$ cat src/hw/rtl/qtr_pkg.sv
// qtr_pkg: shared constants, types and small functions of the trackball rotation block
// used by the channel interfaces, the controller, the datapath and the top level
`default_nettype none

package qtr_pkg;

  // fixed formats
  localparam int COORD_BITS   = 16;
  localparam int FRAC_BITS    = 30;
  localparam int CORDIC_STEPS = 24;
  localparam int CFG_BITS     = 25;
  localparam int CFG_IDX_BITS = 1;
  localparam int Q_BITS       = 32;
  localparam int OFF_BITS     = 42;   // (coord diff) x recip
  localparam int VEC_BITS     = 44;   // vectoring cordic x/y
  localparam int MAG_BITS     = 46;   // drag length
  localparam int ROT_BITS     = 34;   // rotation cordic x/y/z
  localparam int MUL_BITS     = 33;   // multiplier operand
  localparam int PROD_BITS    = 66;
  localparam int RND_BITS     = 36;   // rounded Q30 product
  localparam int ACC_BITS     = 38;
  localparam int MP_BITS      = 35;   // doubled matrix product
  localparam int SAT_BITS     = 40;
  localparam int DIV_STEPS    = 32;
  localparam int QUAT_TERMS   = 12;
  localparam int MAT_TERMS    = 9;
  localparam int CNT_BITS     = 5;

  localparam logic [29:0] GAIN_INV = 30'd652032874;
  localparam logic [CFG_BITS-1:0] RECIP_RESET = 25'd16384;
  localparam logic signed [Q_BITS-1:0] ONE_Q = 32'sd1 <<< FRAC_BITS;

  // configuration register indexes
  typedef enum logic [CFG_IDX_BITS-1:0] {
    REG_RECIP_WIDTH  = 1'b0,
    REG_RECIP_HEIGHT = 1'b1
  } cfg_reg_t;

  // request codes
  typedef enum logic [1:0] {
    REQ_START  = 2'd0,
    REQ_MOTION = 2'd1,
    REQ_STOP   = 2'd2
  } req_t;

  typedef enum logic [4:0] {
    S_IDLE, S_DECODE, S_START, S_OFFSET, S_VINIT, S_VEC, S_MAG, S_ZCHK,
    S_ROT, S_REND, S_NINIT, S_NORM, S_DINIT, S_DIV, S_DEND, S_DQ,
    S_QUAT, S_MAT, S_MOUT, S_COMMIT, S_DONE
  } state_t;

  typedef enum logic [3:0] {
    OP_NONE, OP_LOAD, OP_START, OP_VEC_INIT, OP_VEC_STEP, OP_ROT_INIT,
    OP_ROT_STEP, OP_ROT_END, OP_NORM_INIT, OP_NORM_STEP, OP_DIV_INIT,
    OP_DIV_STEP, OP_DIV_END, OP_MAT_OUT, OP_COMMIT, OP_OUT
  } dp_op_t;

  typedef enum logic [2:0] {
    MUL_NONE, MUL_DX, MUL_DY, MUL_MAG_HI, MUL_MAG_LO, MUL_DQ, MUL_QUAT, MUL_MAT
  } mul_op_t;

  typedef struct packed {
    dp_op_t              op;
    mul_op_t             mul_op;
    logic [CNT_BITS-1:0] idx;
    logic                sel;
  } ctl_cmd_t;

  typedef struct packed {
    logic [1:0] req;
    logic       drag;
    logic       a_zero;
    logic       norm_busy;
  } dp_status_t;

  typedef logic [3:0][Q_BITS-1:0] quat_t;

  typedef struct packed {
    logic [Q_BITS-1:0] m00;
    logic [Q_BITS-1:0] m01;
    logic [Q_BITS-1:0] m02;
    logic [Q_BITS-1:0] m10;
    logic [Q_BITS-1:0] m11;
    logic [Q_BITS-1:0] m12;
    logic [Q_BITS-1:0] m20;
    logic [Q_BITS-1:0] m21;
    logic [Q_BITS-1:0] m22;
    logic              dragging;
  } result_t;

  // one term of the quaternion product
  typedef struct packed {
    logic [1:0] p_sel;
    logic [1:0] q_sel;
    logic       neg;
    logic       first;
    logic       last;
    logic [1:0] dst;
  } qterm_t;

  typedef struct packed {
    logic [1:0] a_sel;
    logic [1:0] b_sel;
  } mterm_t;

  // atan(2^-i) in turns, 32-bit fraction
  function automatic logic [31:0] atan_turn(input logic [CNT_BITS-1:0] i);
    logic [31:0] v;
    case (i)
      5'd0:  v = 32'h20000000;
      5'd1:  v = 32'h12E4051E;
      5'd2:  v = 32'h09FB385B;
      5'd3:  v = 32'h051111D4;
      5'd4:  v = 32'h028B0D43;
      5'd5:  v = 32'h0145D7E1;
      5'd6:  v = 32'h00A2F61E;
      5'd7:  v = 32'h00517C55;
      5'd8:  v = 32'h0028BE53;
      5'd9:  v = 32'h00145F2F;
      5'd10: v = 32'h000A2F98;
      5'd11: v = 32'h000517CC;
      5'd12: v = 32'h00028BE6;
      5'd13: v = 32'h000145F3;
      5'd14: v = 32'h0000A2FA;
      5'd15: v = 32'h0000517D;
      5'd16: v = 32'h000028BE;
      5'd17: v = 32'h0000145F;
      5'd18: v = 32'h00000A30;
      5'd19: v = 32'h00000518;
      5'd20: v = 32'h0000028C;
      5'd21: v = 32'h00000146;
      5'd22: v = 32'h000000A3;
      5'd23: v = 32'h00000051;
      5'd24: v = 32'h00000029;
      5'd25: v = 32'h00000014;
      5'd26: v = 32'h0000000A;
      5'd27: v = 32'h00000005;
      5'd28: v = 32'h00000003;
      5'd29: v = 32'h00000001;
      5'd30: v = 32'h00000001;
      default: v = 32'h00000000;
    endcase
    return v;
  endfunction

  // clamp to the signed 32-bit range
  function automatic logic signed [Q_BITS-1:0] sat32(input logic signed [SAT_BITS-1:0] v);
    logic signed [Q_BITS-1:0] r;
    if (v > 40'sd2147483647) begin
      r = 32'sh7FFFFFFF;
    end else if (v < -40'sd2147483648) begin
      r = 32'sh80000000;
    end else begin
      r = v[Q_BITS-1:0];
    end
    return r;
  endfunction

  // Q30 product, round half up
  function automatic logic signed [RND_BITS-1:0] mulq_rnd(
    input logic signed [PROD_BITS-1:0] p
  );
    logic signed [PROD_BITS-1:0] t;
    t = (p + (66'sd1 <<< (FRAC_BITS - 1))) >>> FRAC_BITS;
    return t[RND_BITS-1:0];
  endfunction

  // (dq * committed) term order, w x y z of each result in turn
  function automatic qterm_t quat_term(input logic [CNT_BITS-1:0] i);
    qterm_t t;
    case (i)
      5'd0:  t = '{2'd0, 2'd0, 1'b0, 1'b1, 1'b0, 2'd0};
      5'd1:  t = '{2'd1, 2'd1, 1'b1, 1'b0, 1'b0, 2'd0};
      5'd2:  t = '{2'd2, 2'd2, 1'b1, 1'b0, 1'b1, 2'd0};
      5'd3:  t = '{2'd0, 2'd1, 1'b0, 1'b1, 1'b0, 2'd1};
      5'd4:  t = '{2'd1, 2'd0, 1'b0, 1'b0, 1'b0, 2'd1};
      5'd5:  t = '{2'd2, 2'd3, 1'b0, 1'b0, 1'b1, 2'd1};
      5'd6:  t = '{2'd0, 2'd2, 1'b0, 1'b1, 1'b0, 2'd2};
      5'd7:  t = '{2'd1, 2'd3, 1'b1, 1'b0, 1'b0, 2'd2};
      5'd8:  t = '{2'd2, 2'd0, 1'b0, 1'b0, 1'b1, 2'd2};
      5'd9:  t = '{2'd0, 2'd3, 1'b0, 1'b1, 1'b0, 2'd3};
      5'd10: t = '{2'd1, 2'd2, 1'b0, 1'b0, 1'b0, 2'd3};
      5'd11: t = '{2'd2, 2'd1, 1'b1, 1'b0, 1'b1, 2'd3};
      default: t = '0;
    endcase
    return t;
  endfunction

  // matrix products: xx yy zz xy yz zx xw yw zw
  function automatic mterm_t mat_term(input logic [CNT_BITS-1:0] i);
    mterm_t t;
    case (i)
      5'd0: t = '{2'd1, 2'd1};
      5'd1: t = '{2'd2, 2'd2};
      5'd2: t = '{2'd3, 2'd3};
      5'd3: t = '{2'd1, 2'd2};
      5'd4: t = '{2'd2, 2'd3};
      5'd5: t = '{2'd3, 2'd1};
      5'd6: t = '{2'd1, 2'd0};
      5'd7: t = '{2'd2, 2'd0};
      5'd8: t = '{2'd3, 2'd0};
      default: t = '0;
    endcase
    return t;
  endfunction

endpackage

`default_nettype wire

$ cat src/hw/rtl/qtr_ctrl.sv
// qtr_ctrl: sequencer of the trackball block, drives the datapath one step a cycle,
// holding while a result waits to be taken; depends on qtr_pkg
`default_nettype none

module qtr_ctrl import qtr_pkg::*; (
  input  logic       clk,
  input  logic       rst_n,
  input  logic       in_valid,
  output logic       in_ready,
  input  logic       out_ready,
  output logic       out_valid,
  input  dp_status_t status,
  output ctl_cmd_t   cmd
);

  state_t              state_r, state_nxt;
  logic [CNT_BITS-1:0] cnt_r, cnt_nxt;
  logic                sel_r, sel_nxt;
  logic                out_valid_r, out_valid_nxt;

  // state registers
  always_ff @(posedge clk) begin
    if (!rst_n) begin
      state_r     <= S_IDLE;
      cnt_r       <= '0;
      sel_r       <= 1'b0;
      out_valid_r <= 1'b0;
    end else begin
      state_r     <= state_nxt;
      cnt_r       <= cnt_nxt;
      sel_r       <= sel_nxt;
      out_valid_r <= out_valid_nxt;
    end
  end

  assign out_valid = out_valid_r;

  // next state and commands
  always_comb begin
    state_nxt     = state_r;
    cnt_nxt       = cnt_r;
    sel_nxt       = sel_r;
    out_valid_nxt = out_valid_r && !out_ready;
    in_ready      = 1'b0;
    cmd.op        = OP_NONE;
    cmd.mul_op    = MUL_NONE;
    cmd.idx       = cnt_r;
    cmd.sel       = sel_r;
    case (state_r)
      S_IDLE: begin
        in_ready = 1'b1;
        if (in_valid) begin
          cmd.op    = OP_LOAD;
          state_nxt = S_DECODE;
        end
      end
      S_DECODE: begin
        cnt_nxt = '0;
        case (status.req)
          REQ_START:  state_nxt = S_START;
          REQ_MOTION: state_nxt = status.drag ? S_OFFSET : S_DONE;
          REQ_STOP:   state_nxt = status.drag ? S_OFFSET : S_COMMIT;
          default:    state_nxt = S_DONE;
        endcase
      end
      S_START: begin
        cmd.op    = OP_START;
        state_nxt = S_DONE;
      end
      // offsets through the multiplier, then drained before the vectoring cordic
      S_OFFSET: begin
        cnt_nxt = cnt_r + 1'b1;
        if (cnt_r == 5'd0) begin
          cmd.mul_op = MUL_DX;
        end else if (cnt_r == 5'd1) begin
          cmd.mul_op = MUL_DY;
        end else begin
          state_nxt = S_VINIT;
        end
      end
      S_VINIT: begin
        cmd.op    = OP_VEC_INIT;
        cnt_nxt   = '0;
        state_nxt = S_VEC;
      end
      S_VEC: begin
        cmd.op  = OP_VEC_STEP;
        cnt_nxt = cnt_r + 1'b1;
        if (cnt_r == CNT_BITS'(CORDIC_STEPS - 1)) begin
          cnt_nxt   = '0;
          state_nxt = S_MAG;
        end
      end
      S_MAG: begin
        cnt_nxt = cnt_r + 1'b1;
        if (cnt_r == 5'd0) begin
          cmd.mul_op = MUL_MAG_HI;
        end else if (cnt_r == 5'd1) begin
          cmd.mul_op = MUL_MAG_LO;
        end else begin
          state_nxt = S_ZCHK;
        end
      end
      S_ZCHK: begin
        cnt_nxt = '0;
        if (status.a_zero) begin
          state_nxt = (status.req == REQ_STOP) ? S_COMMIT : S_DONE;
        end else begin
          cmd.op    = OP_ROT_INIT;
          state_nxt = S_ROT;
        end
      end
      S_ROT: begin
        cmd.op  = OP_ROT_STEP;
        cnt_nxt = cnt_r + 1'b1;
        if (cnt_r == CNT_BITS'(CORDIC_STEPS - 1)) begin
          state_nxt = S_REND;
        end
      end
      S_REND: begin
        cmd.op    = OP_ROT_END;
        sel_nxt   = 1'b0;
        state_nxt = S_NINIT;
      end
      // ratio: first dy/a, then dx/a
      S_NINIT: begin
        cmd.op    = OP_NORM_INIT;
        state_nxt = S_NORM;
      end
      S_NORM: begin
        if (status.norm_busy) begin
          cmd.op = OP_NORM_STEP;
        end else begin
          state_nxt = S_DINIT;
        end
      end
      S_DINIT: begin
        cmd.op    = OP_DIV_INIT;
        cnt_nxt   = '0;
        state_nxt = S_DIV;
      end
      S_DIV: begin
        cmd.op  = OP_DIV_STEP;
        cnt_nxt = cnt_r + 1'b1;
        if (cnt_r == CNT_BITS'(DIV_STEPS - 1)) begin
          state_nxt = S_DEND;
        end
      end
      S_DEND: begin
        cmd.op  = OP_DIV_END;
        cnt_nxt = '0;
        if (!sel_r) begin
          sel_nxt   = 1'b1;
          state_nxt = S_NINIT;
        end else begin
          state_nxt = S_DQ;
        end
      end
      S_DQ: begin
        cnt_nxt = cnt_r + 1'b1;
        if (cnt_r == 5'd0) begin
          cmd.mul_op = MUL_DQ;
          cmd.sel    = 1'b0;
        end else if (cnt_r == 5'd1) begin
          cmd.mul_op = MUL_DQ;
          cmd.sel    = 1'b1;
        end else begin
          cnt_nxt   = '0;
          state_nxt = S_QUAT;
        end
      end
      S_QUAT: begin
        cnt_nxt = cnt_r + 1'b1;
        if (cnt_r < CNT_BITS'(QUAT_TERMS)) begin
          cmd.mul_op = MUL_QUAT;
        end else begin
          cnt_nxt   = '0;
          state_nxt = S_MAT;
        end
      end
      S_MAT: begin
        cnt_nxt = cnt_r + 1'b1;
        if (cnt_r < CNT_BITS'(MAT_TERMS)) begin
          cmd.mul_op = MUL_MAT;
        end else begin
          state_nxt = S_MOUT;
        end
      end
      S_MOUT: begin
        cmd.op    = OP_MAT_OUT;
        state_nxt = (status.req == REQ_STOP) ? S_COMMIT : S_DONE;
      end
      S_COMMIT: begin
        cmd.op    = OP_COMMIT;
        state_nxt = S_DONE;
      end
      S_DONE: begin
        if (!out_valid_r || out_ready) begin
          cmd.op        = OP_OUT;
          out_valid_nxt = 1'b1;
          state_nxt     = S_IDLE;
        end
      end
      default: state_nxt = S_IDLE;
    endcase
  end

`ifndef SYNTH
  a_accept_decode: assert property (@(posedge clk) disable iff (!rst_n)
    (in_valid && in_ready) |=> (state_r == S_DECODE))
    else $error("accepted item not decoded");
  a_out_free: assert property (@(posedge clk) disable iff (!rst_n)
    (cmd.op == OP_OUT) |-> (!out_valid_r || out_ready))
    else $error("result overwritten before taken");
  a_rot_count: assert property (@(posedge clk) disable iff (!rst_n)
    (state_r == S_ROT || state_r == S_VEC) |-> (cnt_r < CNT_BITS'(CORDIC_STEPS)))
    else $error("cordic step count overrun");
  a_reset: assert property (@(posedge clk)
    !rst_n |=> (state_r == S_IDLE && !out_valid_r))
    else $error("reset did not return to idle");
`endif

endmodule

`default_nettype wire

$ cat config.mk
export PLATFORM = sky130hd
export DESIGN_NAME = qtr_ctrl
export DESIGN_NICKNAME = d
export VERILOG_FILES = /design/src/hw/rtl/qtr_pkg.sv /design/src/hw/rtl/qtr_ctrl.sv
export SDC_FILE = /design/constraint.sdc
export NUM_CORES = 1
export LEC_CHECK = 0
export ABC_AREA = 1
export BUFFER_PORTS_ARGS = -buffer_cell sky130_fd_sc_hd__buf_2
export CAP_MARGIN = 20
export CORE_UTILIZATION = 40
export CTS_CLUSTER_SIZE = 16
export DETAILED_ROUTE_END_ITERATION = 8
export PLACE_DENSITY_LB_ADDON = 0.1
export SLEW_MARGIN = 15
export SYNTH_ARGS = -nofsm -noshare
export SYNTH_HDL_FRONTEND = slang
export SYNTH_SLANG_ARGS = --single-unit
$ cat constraint.sdc
create_clock -name clk -period 4.1 [get_ports clk]
set_input_delay 0.41 -clock clk [delete_from_list [all_inputs] [get_ports clk]]
set_output_delay 0.41 -clock clk [all_outputs]
set_load 0.02 [all_outputs]
[After elaboration in Yosys (flattened, before gate mapping)]
Index checks and enable logic that the tools add are counted.
Storage, ports and cells
  bits in read-only memories: 0
  output and inout port bits: 15
  logic and storage cells: 106
  bits in writable memories: 0
  memories: 0
  register bits after elaboration: 12
  latch bits: 0
Operators by class
  order comparisons: 2
  multiplexer cells: 47
  bitwise logic cells: 0
  div/mod/pow operators: 0
  multipliers: 0
  reduce and logical (&&, ||, !) cells: 13
  shift operators: 0
  $add $sub $neg: 1
  eq/ne operators: 39
Operator list (number)
  2-to-1 mux 5 bit: 21
  case mux 5 bit (20 select lines): 1
  case mux 4 bit (15 select lines): 1
  equality test 5 x 4 -> 1 bit (second input constant): 8
  equality test 5 bit (second input constant): 7
  != test 2 bit (second input constant): 14
  2-to-1 mux 3 bit: 9
  case mux 5 bit (5 select lines): 1
  equality test 5 x 3 -> 1 bit (second input constant): 4
  case mux 3 bit (5 select lines): 1
  case mux 5 bit (3 select lines): 1
  AND reduction 14 bit: 1
  equality test 5 x 1 -> 1 bit (second input constant): 2
  equality test 5 x 2 -> 1 bit (second input constant): 2
  zero test 5 bit: 2
  less-than comparator 5 x 4 -> 1 bit (second input constant): 2
  OR reduction 5 bit: 2
  2-to-1 mux 4 bit: 2
  2-to-1 mux 1 bit: 7
  adder 5 x 1 -> 5 bit (second input constant): 1
  nonzero test 5 bit: 1
  2-to-1 mux 2 bit: 2
  equality test 2 x 1 -> 1 bit (second input constant): 1
  equality test 2 bit (second input constant): 1
  other kinds (7): 8

[Longest topological paths before layout]
Gate-level depths: netlist of run 1.
  depth in word-level cells: 4
  mapped depth: 12
  mapped depth without buffers: 11

[Worst setup path after synthesis of run 1]
OpenSTA, ideal clock, no wires.
  kind: register to output
  start point: register cnt_r[0]
  end point: output port cmd[7] in the netlist's numbering
  cell stages (with the launch flop): 4
  setup slack: 1.995 ns
  path buffers: 0
  data arrival time: 1.695 ns
  data required time: 3.690 ns
  cells stage by stage: dfxtp_1 inv_1 ha_1 o311ai_0
RTL lines
  start, declared: line qtr_ctrl.sv:17  | logic [CNT_BITS-1:0] cnt_r, cnt_nxt;
  start signal, assigned: line qtr_ctrl.sv:30  | cnt_r <= cnt_nxt;
  end, declared: line qtr_ctrl.sv:13  | output ctl_cmd_t cmd

==> results of run 1 <==
-- worst min-delay path by stage --
stage / from / endpoint / slack (ns) / depth (start not counted)
after global placement: state_r[2] / state_r[2] / 0.51 / 2
after global routing: rst_n / cnt_r[0] / 0.44 / 3
after floorplan: sel_r / sel_r / 0.45 / 2
after detailed placement: state_r[2] / state_r[2] / 0.52 / 2
final: rst_n / cnt_r[2] / 0.41 / 3
after CTS: rst_n / cnt_r[2] / 0.40 / 3
-- synthesized netlist by cell type, drive strengths merged --
master / number
nand2: 72
nor2: 53
inv: 33
nand3: 28
a21oi: 15
dfxtp: 12
nand4: 10
o21ai: 6
ha: 4
nor3: 4
buf: 3
or2: 2
a22oi: 1
a31oi: 1
nor3b: 1
nor4: 1
o2111ai: 1
o311ai: 1
-- worst reg2reg max path: stages (launching register included) --
cell     delay, ns
dfxtp_1       0.64
nor2_1        0.14
nand3_1       0.19
nor2_1        0.11
nor2_2        0.16
nand3_1       0.12
nor2_2        0.24
nand2_1       0.12
a21oi_1       0.13
-- per-layer routing --
metal	share of wire [%]	track usage, %	vias up
li1	-	-	854
met1	50	35.1	720
met2	42	33.4	69
met3	6.4	1.66	8
met4	1.3	8.57	0
met5	0	0	-
-- flip-flops by register name, indices dropped and copies added (netlist names) --
signal and count:
cnt_r 5, state_r 5, out_valid 1, sel_r 1
-- stage by stage --
| stage | cell area (µm²) | utilization [%] | cells | power, W |
|---|---|---|---|---|
| 2_1_floorplan | 1440 | - | 248 | 0.000592 |
| 3_3_place_gp | 1580 | 46.5 | 314 | 0.000713 |
| 3_5_place_dp | 1580 | 46.5 | 314 | 0.000700 |
| 4_1_cts | 1610 | 47.6 | 318 | 0.000794 |
| 5_1_grt | 1610 | 47.6 | 318 | 0.000870 |
| 6_report | 1610 | 47.6 | 318 | 0.000793 |
-- cells by family (layout without fill, tap and decap cells) --
kind of cell	count (synthesis)	after routing	synth area share, %
compound gates	25	25	10.0
buf+inv	36	60	11.0
flops	12	12	16.7
fa+ha+maj	4	4	3.48
simple gates	171	171	58.8
-- power by group through the flow --
stage	registers, W	logic [W]	clock network (W)
final	0.000193	0.000511	0.0000902
after global routing	0.000199	0.000571	0.0000993
after CTS	0.000192	0.000507	0.0000946
after detailed placement	0.000195	0.000505	0
after global placement	0.000195	0.000519	0
after floorplan	0.000168	0.000424	0
-- layout make-up --
type,instances,area share (%)
multi-input cells,200,64.5
flip-flops and latches,12,14.9
inverters,33,7.68
repair buffers,23,7.14
well taps,46,3.57
clock buffers,4,2.25
-- cells in the final DEF (no fill, tap or decap) --
master	n
a21oi_1	14
or2_2	2
nor2_2	9
o21ai_0	5
nand3_1	24
o21ai_2	1
a22oi_1	1
nor3b_1	1
a31oi_1	1
nor2_1	38
clkbuf_8	1
ha_1	4
nand2_2	6
nor4_1	1
nor3_1	4
inv_2	4
o2111ai_1	1
clkbuf_4	3
nand4_1	10
nor2_4	4
nand3_2	3
nand3_4	1
nor2_8	2
buf_2	23
nand2_1	66
inv_1	29
dfxtp_1	12
a21oi_2	1
o311ai_0	1
==> run metrics, run 1 <==
final hold violations 0; synthesis-to-layout area growth 12.2%; critical path peak fanout 10; global-route wire length before repair 6500 µm; # DRC 0; Critical Path RT 3.69 ns; synthesized area 1440 µm²; Lkg Pwr 0.891 nW; min Tclk post-route 2.46 ns; crit path DAT 2.05 ns; Clock Sinks 12; CTS Buffer Depth 2; worst-path cell chain inv_2 -> nand3_1 -> inv_1 -> nor4_1 -> o2111ai_1 -> buf_2; final WL 4020 µm; Clock Latency Late Sink between 0.2 and 0.3 ns; clock skew roughly 0.0045 ns; drt pass-1 iters 5; P per Cell Area slightly below 500 nW/µm²; vias 1651; final setup vio count 0; worst r2r dst state_r[4]; initial antenna violation count 0; Clk pin slew, worst setup/hold paths approximately 0.070 ns; drt first-iter violations 96; gate count of the mapped netlist 248; vias in the first global route 1412; end point of the critical path cmd[11]; max-slew violation count 0; post-synthesis cell type with the largest combined area nand2_1; fill count 385; Setup crit start state_r[4]; Internal Power 0.000362 W; critical path depth 6; Fin Setup TNS 0 ns; share of the synthesized area in the top cell type 17.2%; fraction of layout instances using a drive strength above 1 22.1%; Die ar. 3840 µm²; multi-input logic area 1040 µm²; number of I/O port buffers 23; cells resized by post-CTS repair 0; Final WS setup 1.64 ns; Switch Pwr 0.000431 W; Initial Util approximately 42%; routed len/inst ~13 µm; Core Box Area between 3000 and 4000 µm²; Slew @ Worst Pin 0.516 ns; max_cap viols 0; WHS 0.409 ns; Clock power frac 11.4%; total CTS buffers 3; hold_buf cts 0; num ports 24; crit share post-route 60.1%; depth of the CTS H-tree 1; Bufs and invs on worst path 3; Avg Cell Area, Syn 5.80 µm²; die width 62.0 µm; RSZ-0062 raised after global routing no; register area 240 µm²; Post-Place Worst Slack 1.96 ns; critical path capture point type output pin; largest net degree at the start of global routing 11; row cnt 21; CP peak stage delay 0.60 ns; top post-synthesis cells by area nand2_1 17%, dfxtp_1 17%, nor2_1 9.9%; grt total ovfl 0; Worst VDD drop 223 µV; status completed; reg-to-reg critical path startpoint state_r[1]; critical path class reg2out; Switching Share 54.3%; Post-DP HPWL approximately 3300 µm; Worst path top cell family by delay flip-flops; Nets between 200 and 300; Final GP Congestion 0.935; Yosys warnings 0; post-CTS setup buffer count 0; Combinational Power Share 64.3%; Reg2Reg Depth 8; Mapped Nets 261; GRT Overall Usage 23.1%; vias per cell around 5.2; sequential area share after synthesis 16.7%; antenna-violating nets left 0; Slowest-stage cell, CP dfxtp_1; Hold/Removal Path Class in2reg; sequential power share 24.3%; Die Y roughly 62 µm; Root Driver clkbuf_4; CTS tree built; Seq cells post-synth 12; # diodes 0; Peak Freq approximately 400 MHz; Synth cell types 27; startpoint types register; Rel. slew slack 65.5%; reg-to-reg slack, setup about 2.2 ns
(Power assumes the default switching activity.)
==> run 2, diff against run 1 <==
==> constraint.sdc (replaced) <==
create_clock -name clk -period 2.1 [get_ports clk]
set_input_delay 0.21 -clock clk [delete_from_list [all_inputs] [get_ports clk]]
set_output_delay 0.21 -clock clk [all_outputs]
set_load 0.02 [all_outputs]
==> run metrics, run 2 (same netlist as run 1, synthesis figures left out) <==
Nets 290 (+1.4%); final setup vio count 0 (unchanged); power after layout 0.00154 W (+94%); grt total ovfl 0 (unchanged); Final GP Congestion 0.952 (+1.9%); depth of the CTS H-tree 1 (unchanged); # diodes 0 (unchanged); Reg2Reg Depth 11 (+3); Clock power frac 9.1% (-2.3 points); initial antenna violation count 0 (unchanged); crit path DAT 1.76 ns (-0.29 ns); routed len/inst 12.7 µm (+0.47%); Peak Freq around 500 MHz; Fin Setup TNS 0 ns (unchanged); Die ar. 3840 µm² (unchanged); Slew @ Worst Pin 0.311 ns (-0.205 ns); fraction of layout instances using a drive strength above 1 24.4% (+2.3 points); synthesis-to-layout area growth 14.1%; largest net degree at the start of global routing 11 (unchanged); commonest non-fill, non-tap cells in the layout 66 x nand2_1, 37 x nor2_1, 29 x inv_1; final WL 4070 µm (+1.4%); Clk pin slew, worst setup/hold paths 0.08 ns (about the same); placed cell areas 1610 µm² (+1.9%); Post-DP HPWL 3310 µm (-0.91%); CTS tree built; max-slew violation count 0 (unchanged); reg-to-reg slack, setup 0.25 ns (-1.93 ns); Clock Sinks 12 (unchanged); row cnt 21 (unchanged); RSZ-0062 raised after global routing no; status completed; Combinational Power Share 68.2% (+3.9 points); # DRC 0 (unchanged); die width 62.0 µm (unchanged); Rel. slew slack 79.1% (+14 points); hold_buf cts 0 (unchanged); Lkg Pwr 0.906 nW (+1.7%); antenna-violating nets left 0 (unchanged); Clock Latency Late Sink 0.27 ns (about the same); number of I/O port buffers 23 (unchanged); worst r2r dst state_r[2]; min Tclk post-route between 1.5 and 2 ns; P per Cell Area 937 nW/µm² (+90%); num ports 24 (unchanged); max_cap viols 0 (unchanged); hold_sp rst_n; total CTS buffers 3 (unchanged); Worst VDD drop 390 µV (+75%); critical path peak fanout 5 (-5); critical path class reg2out; critical path capture point type output pin; final hold violations 0 (unchanged); Regs by FF count cnt_r (5), state_r (5); drt first-iter violations 141 (+47%); Core Box Area 3390 µm² (unchanged); Internal Power 0.000693 W (+91%); crit share post-route 93.8%; drt pass-1 iters 5 (unchanged); Critical Path RT 1.89 ns (-1.80 ns); Die Y 62.0 µm (unchanged); Initial Util 42.4% (unchanged); startpoint types register; Switch Pwr 0.000844 W (+96%); Switching Share 54.9% (+0.56 points); GRT Overall Usage 22.6% (-0.43 points); final core occ 48.4% (+0.81 points); Root Driver clkbuf_4; reg-to-reg critical path startpoint cnt_r[0]; Hold/Removal Path Class in2reg; vias in the first global route 1364 (-3.4%); hold depth 3 (unchanged); post-route cell area 1640 µm² (+1.7%); global-route wire length before repair 6290 µm (-3.2%); clock skew 0.00790 ns (+0.00343 ns); vias 1694 (+2.6%); Post-Place Worst Slack 0.257 ns (-1.70 ns); commonest non-fill, non-tap cell in the layout nand2_1; fill count 370 (-3.9%); vias per cell 5.28 (+1.6%); Worst Hold Path EP cnt_r[2]; sequential power share 22.8% (-1.5 points); Final WS setup 0.130 ns (-1.51 ns); CTS Buffer Depth 2 (unchanged)
run 2: worst max path at each step:
stage	startpoint	end	slack, ns
final	state_r[2]	cmd[9]	0.13
after global routing	state_r[3]	cmd[11]	0.006
after detailed placement	state_r[4]	cmd[11]	0.26
after global placement	state_r[4]	cmd[11]	0.22
after floorplan	cnt_r[0]	cmd[7]	0.20
after CTS	state_r[0]	cmd[11]	0.01
run 2: critical path, cell delays in order, from the launching register on:
cell	delay (ns)
dfxtp_1	0.40
inv_1	0.09
nor2_2	0.20
nand3_1	0.15
nor2_1	0.29
nor3_1	0.12
nand4_1	0.08
buf_2	0.16
run 2: stage by stage:
| step | hold slack, ns | cells |
|---|---|---|
| floorplan | 0.348 | 248 |
| global placement | 0.475 | 318 |
| detailed placement | 0.474 | 318 |
| CTS | 0.194 | 321 |
| global route | 0.231 | 321 |
| finish | 0.199 | 321 |
run 2: repair_timing:
item,in CTS,in global routing
setup buffers,0,0
gates resized for setup,1,3
endpoints found under the setup margin,2,6
run 2: power by group through the flow:
stage / Combinational [W] / Sequential [W] / Clock, W
6_report: 0.00105 / 0.000350 / 0.000139
3_5_place_dp: 0.00104 / 0.000350 / 0
3_3_place_gp: 0.00105 / 0.000351 / 0
4_1_cts: 0.00104 / 0.000345 / 0.000147
5_1_grt: 0.00118 / 0.000357 / 0.000156
2_1_floorplan: 0.000827 / 0.000329 / 0
run 2: final cells by class:
type                    instances  area (µm²)  area share (%)
multi-input cells             200        1050            63.9
flip-flops and latches         12         243            14.8
repair buffers                 27         145            8.85
inverters                      33         124            7.55
well taps                      46        57.6            3.51
clock buffers                   3        22.5            1.37
run 2: layer usage:
layer	up-vias	track usage, %	wire length (µm)	part of all wire [%]
met5	-	0	0	0
met4	0	11.7	104	2.6
met3	11	0.828	283	6.9
met2	81	32.2	1710	42
met1	736	34.1	1970	48
li1	866	-	-	-
==> run 3, diff against run 2 <==
--- a/config.mk
+++ b/config.mk
@@ -5,12 +5,12 @@
 export SDC_FILE = /design/constraint.sdc
 export NUM_CORES = 1
 export LEC_CHECK = 0
-export ABC_AREA = 1
 export BUFFER_PORTS_ARGS = -buffer_cell sky130_fd_sc_hd__buf_2
 export CAP_MARGIN = 20
 export CORE_UTILIZATION = 40
 export CTS_CLUSTER_SIZE = 16
 export DETAILED_ROUTE_END_ITERATION = 8
+export HOLD_SLACK_MARGIN = 0.03
 export PLACE_DENSITY_LB_ADDON = 0.1
 export SLEW_MARGIN = 15
 export SYNTH_ARGS = -nofsm -noshare
==> run metrics, run 3 <==
Core Box Area 3690 µm² (+8.8%); # DRC 0 (unchanged); Die ar. 4140 µm² (+7.9%); Lkg Pwr 0.778 nW (-14%); Regs by FF count cnt_r (5), state_r (5); number of I/O port buffers 23 (unchanged); top post-synthesis cells by area dfxtp_1 15%, a21oi_1 3.9%, o21ai_0 3.9%; Synth Flop Type dfxtp_1; vias per cell 6.34 (+20%); synthesis-to-layout area growth 21.0%; Clock Latency Late Sink 0.25 ns (-0.02 ns); Synth cell types 72 (+170%); Bufs and invs on worst path 2 (unchanged); depth of the CTS H-tree 1 (unchanged); post-synthesis cell type with the largest combined area dfxtp_1; num ports 24 (unchanged); Slew @ Worst Pin 0.458 ns (+0.147 ns); Clock Sinks 12 (unchanged); commonest non-fill, non-tap cells in the layout 23 x buf_2, 15 x buf_4, 14 x nor2_1; Critical Path RT 1.89 ns (about the same); gate count of the mapped netlist 208 (-16%); Final WS setup 0.0823 ns (-0.0474 ns); Worst path top cell family by delay simple AND/OR/NAND/NOR gates; fraction of layout instances using a drive strength above 1 28.8% (+4.4 points); total CTS buffers 3 (unchanged); row cnt 22 (+4.8%); post-route cell area 1880 µm² (+15%); vias 1800 (+6.3%); Root Driver clkbuf_8; grt total ovfl 0 (unchanged); Rel. slew slack 69.1% (-10 points); Die Y 64.4 µm (+3.9%); most frequent cell after synthesis nor2_1; routed len/inst 17.3 µm (+36%); commonest non-fill, non-tap cell in the layout buf_2; vias in the first global route 1644 (+21%); status completed; # diodes 0 (unchanged); CTS tree built; global-route wire length before repair 8020 µm (+28%); Clk pin slew, worst setup/hold paths 0.06 ns (-0.02 ns); clock skew 0.00202 ns (-0.00589 ns); drt first-iter violations 175 (+24%); GRT Overall Usage 24.7% (+2.1 points); Post-Place Worst Slack 0.123 ns (-0.134 ns); P per Cell Area 1230 nW/µm² (+31%); Post-DP HPWL 3730 µm (+13%); Mapped Nets 221 (-15%); sequential area share after synthesis 15.4% (-1.3 points); final hold violations 0 (unchanged); max-slew violation count 0 (unchanged); min Tclk post-route 2.02 ns (+0.0474 ns); crit path DAT 1.81 ns (+0.05 ns); largest net degree at the start of global routing 19 (+8); critical path peak fanout 8 (+3); Hold/Removal Path Class in2reg; initial antenna violation count 0 (unchanged); Final GP Congestion 0.931 (-2.2%); critical path depth 7 (unchanged); final setup vio count 0 (unchanged); critical path capture point type output pin; Initial Util 42.2% (-0.25 points); placed cell areas 1770 µm² (+10%); Yosys warnings 0 (unchanged); Slowest-stage cell, CP dfxtp_4; share of the synthesized area in the top cell type 15.4% (-1.8 points); max_cap viols 0 (unchanged); Async SR Flop Fraction 0% (unchanged); hold depth 2 (-1); final WL 4900 µm (+20%); Avg Cell Area, Syn 7.48 µm² (+29%); number of flops mapped to enable cells by yosys 0 (unchanged); Seq cells post-synth 12 (unchanged); top cells by instance count after synthesis 15 x nor2_1, 12 x a21oi_1, 12 x dfxtp_1, 12 x o21ai_0, 10 x nand2_1; die width 64.4 µm (+3.9%); antenna-violating nets left 0 (unchanged); crit share post-route 96.1% (+2.3 points); synthesized area 1560 µm² (+8.2%); Nets 250 (-14%); worst-path cell chain buf_4 -> or2_4 -> nor4_4 -> a21o_1 -> a31oi_1 -> o21ai_0 -> buf_2; hold_buf cts 0 (unchanged); startpoint types register; critical path class reg2out; fill count 391 (+5.7%); drt pass-1 iters 5 (unchanged); Peak Freq 496 MHz (-2.3%); CP peak stage delay 0.37 ns (-0.03 ns); Reg2Reg Depth 7 (-4); Worst VDD drop 543 µV (+39%); CTS Buffer Depth 2 (unchanged)
==> run 3: cell types whose count changed after synthesis, sizes merged, moves of 7 or more <==
cell | before | now
nor3 | 4 | 11
nand4 | 10 | 1
nor2 | 53 | 15
nand2 | 72 | 10
buf | 3 | 14
inv | 33 | 8
nand3 | 28 | 6
o21ai | 6 | 14
nand2b | 0 | 9
==> run 3: worst register-to-register path, stage by stage, from the launching register on <==
cell      delay, ns
dfxtp_2        0.35
ha_1           0.22
and3_1         0.19
ha_1           0.18
nor4b_1        0.38
a211oi_2       0.15
and3_4         0.23
a211oi_2       0.22
==> run 3: cell type report <==
class / instances / area (µm²) / area share (%)
multi-input combinational: 171 / 1220 / 65.0
timing repair buffer: 40 / 259 / 13.8
sequential: 12 / 250 / 13.3
tap: 48 / 60.1 / 3.19
clock buffer: 4 / 55.1 / 2.93
inverter: 9 / 33.8 / 1.80
==> run 3: layer usage <==
metal	GRT usage (%)	vias up	routed length, µm
met1	34.3	867	2240
met2	39.3	75	2260
li1	-	852	-
met3	2.14	6	349
met5	0	-	0
met4	8.89	0	53
==> run 3: timing repair <==
action / in CTS / in global routing
endpoints found under the setup margin: 3 / 7
pin swaps: 0 / 2
buffers inserted: 0 / 2
resized for setup: 2 / 12
==> run 3: path summary, 6_finish.rpt <==
kind	startpoint	slack, ns	end
setup / recovery	state_r[2]	0.08	cmd[9]
hold / removal	rst_n	0.24	state_r[3]
setup reg to reg	cnt_r[0]	0.09	state_r[4]
hold reg to reg	state_r[2]	0.54	state_r[2]
==> run 3: kinds of logic after synthesis <==
family	after synthesis	synth area share (%)
buf+inv	25	8.28
simple gates	84	32.3
flops	12	15.4
xor+xnor	4	2.25
fa+ha+maj	5	3.86
mux	3	1.93
compound gates	75	35.9
==> run 3: power by group <==
group | internal [W] | switching [W]
clock | 0.000166 | 0.000101
sequential | 0.000281 | 0.0000886
combinational | 0.000698 | 0.000971
total | 0.00114 | 0.00116
==> run 3: metrics by stage <==
step | setup TNS (ns) | instances | utilization, % | hold slack (ns) | total power [W]
after floorplan | 0 | 208 | - | 0.328 | 0.00151
after global placement | 0 | 278 | 47.9 | 0.508 | 0.00191
after detailed placement | 0 | 278 | 47.9 | 0.507 | 0.00194
after CTS | 0 | 282 | 49.5 | 0.248 | 0.00221
after global routing | -0.00249 | 284 | 51.0 | 0.250 | 0.00245
final | 0 | 284 | 51.0 | 0.244 | 0.00231
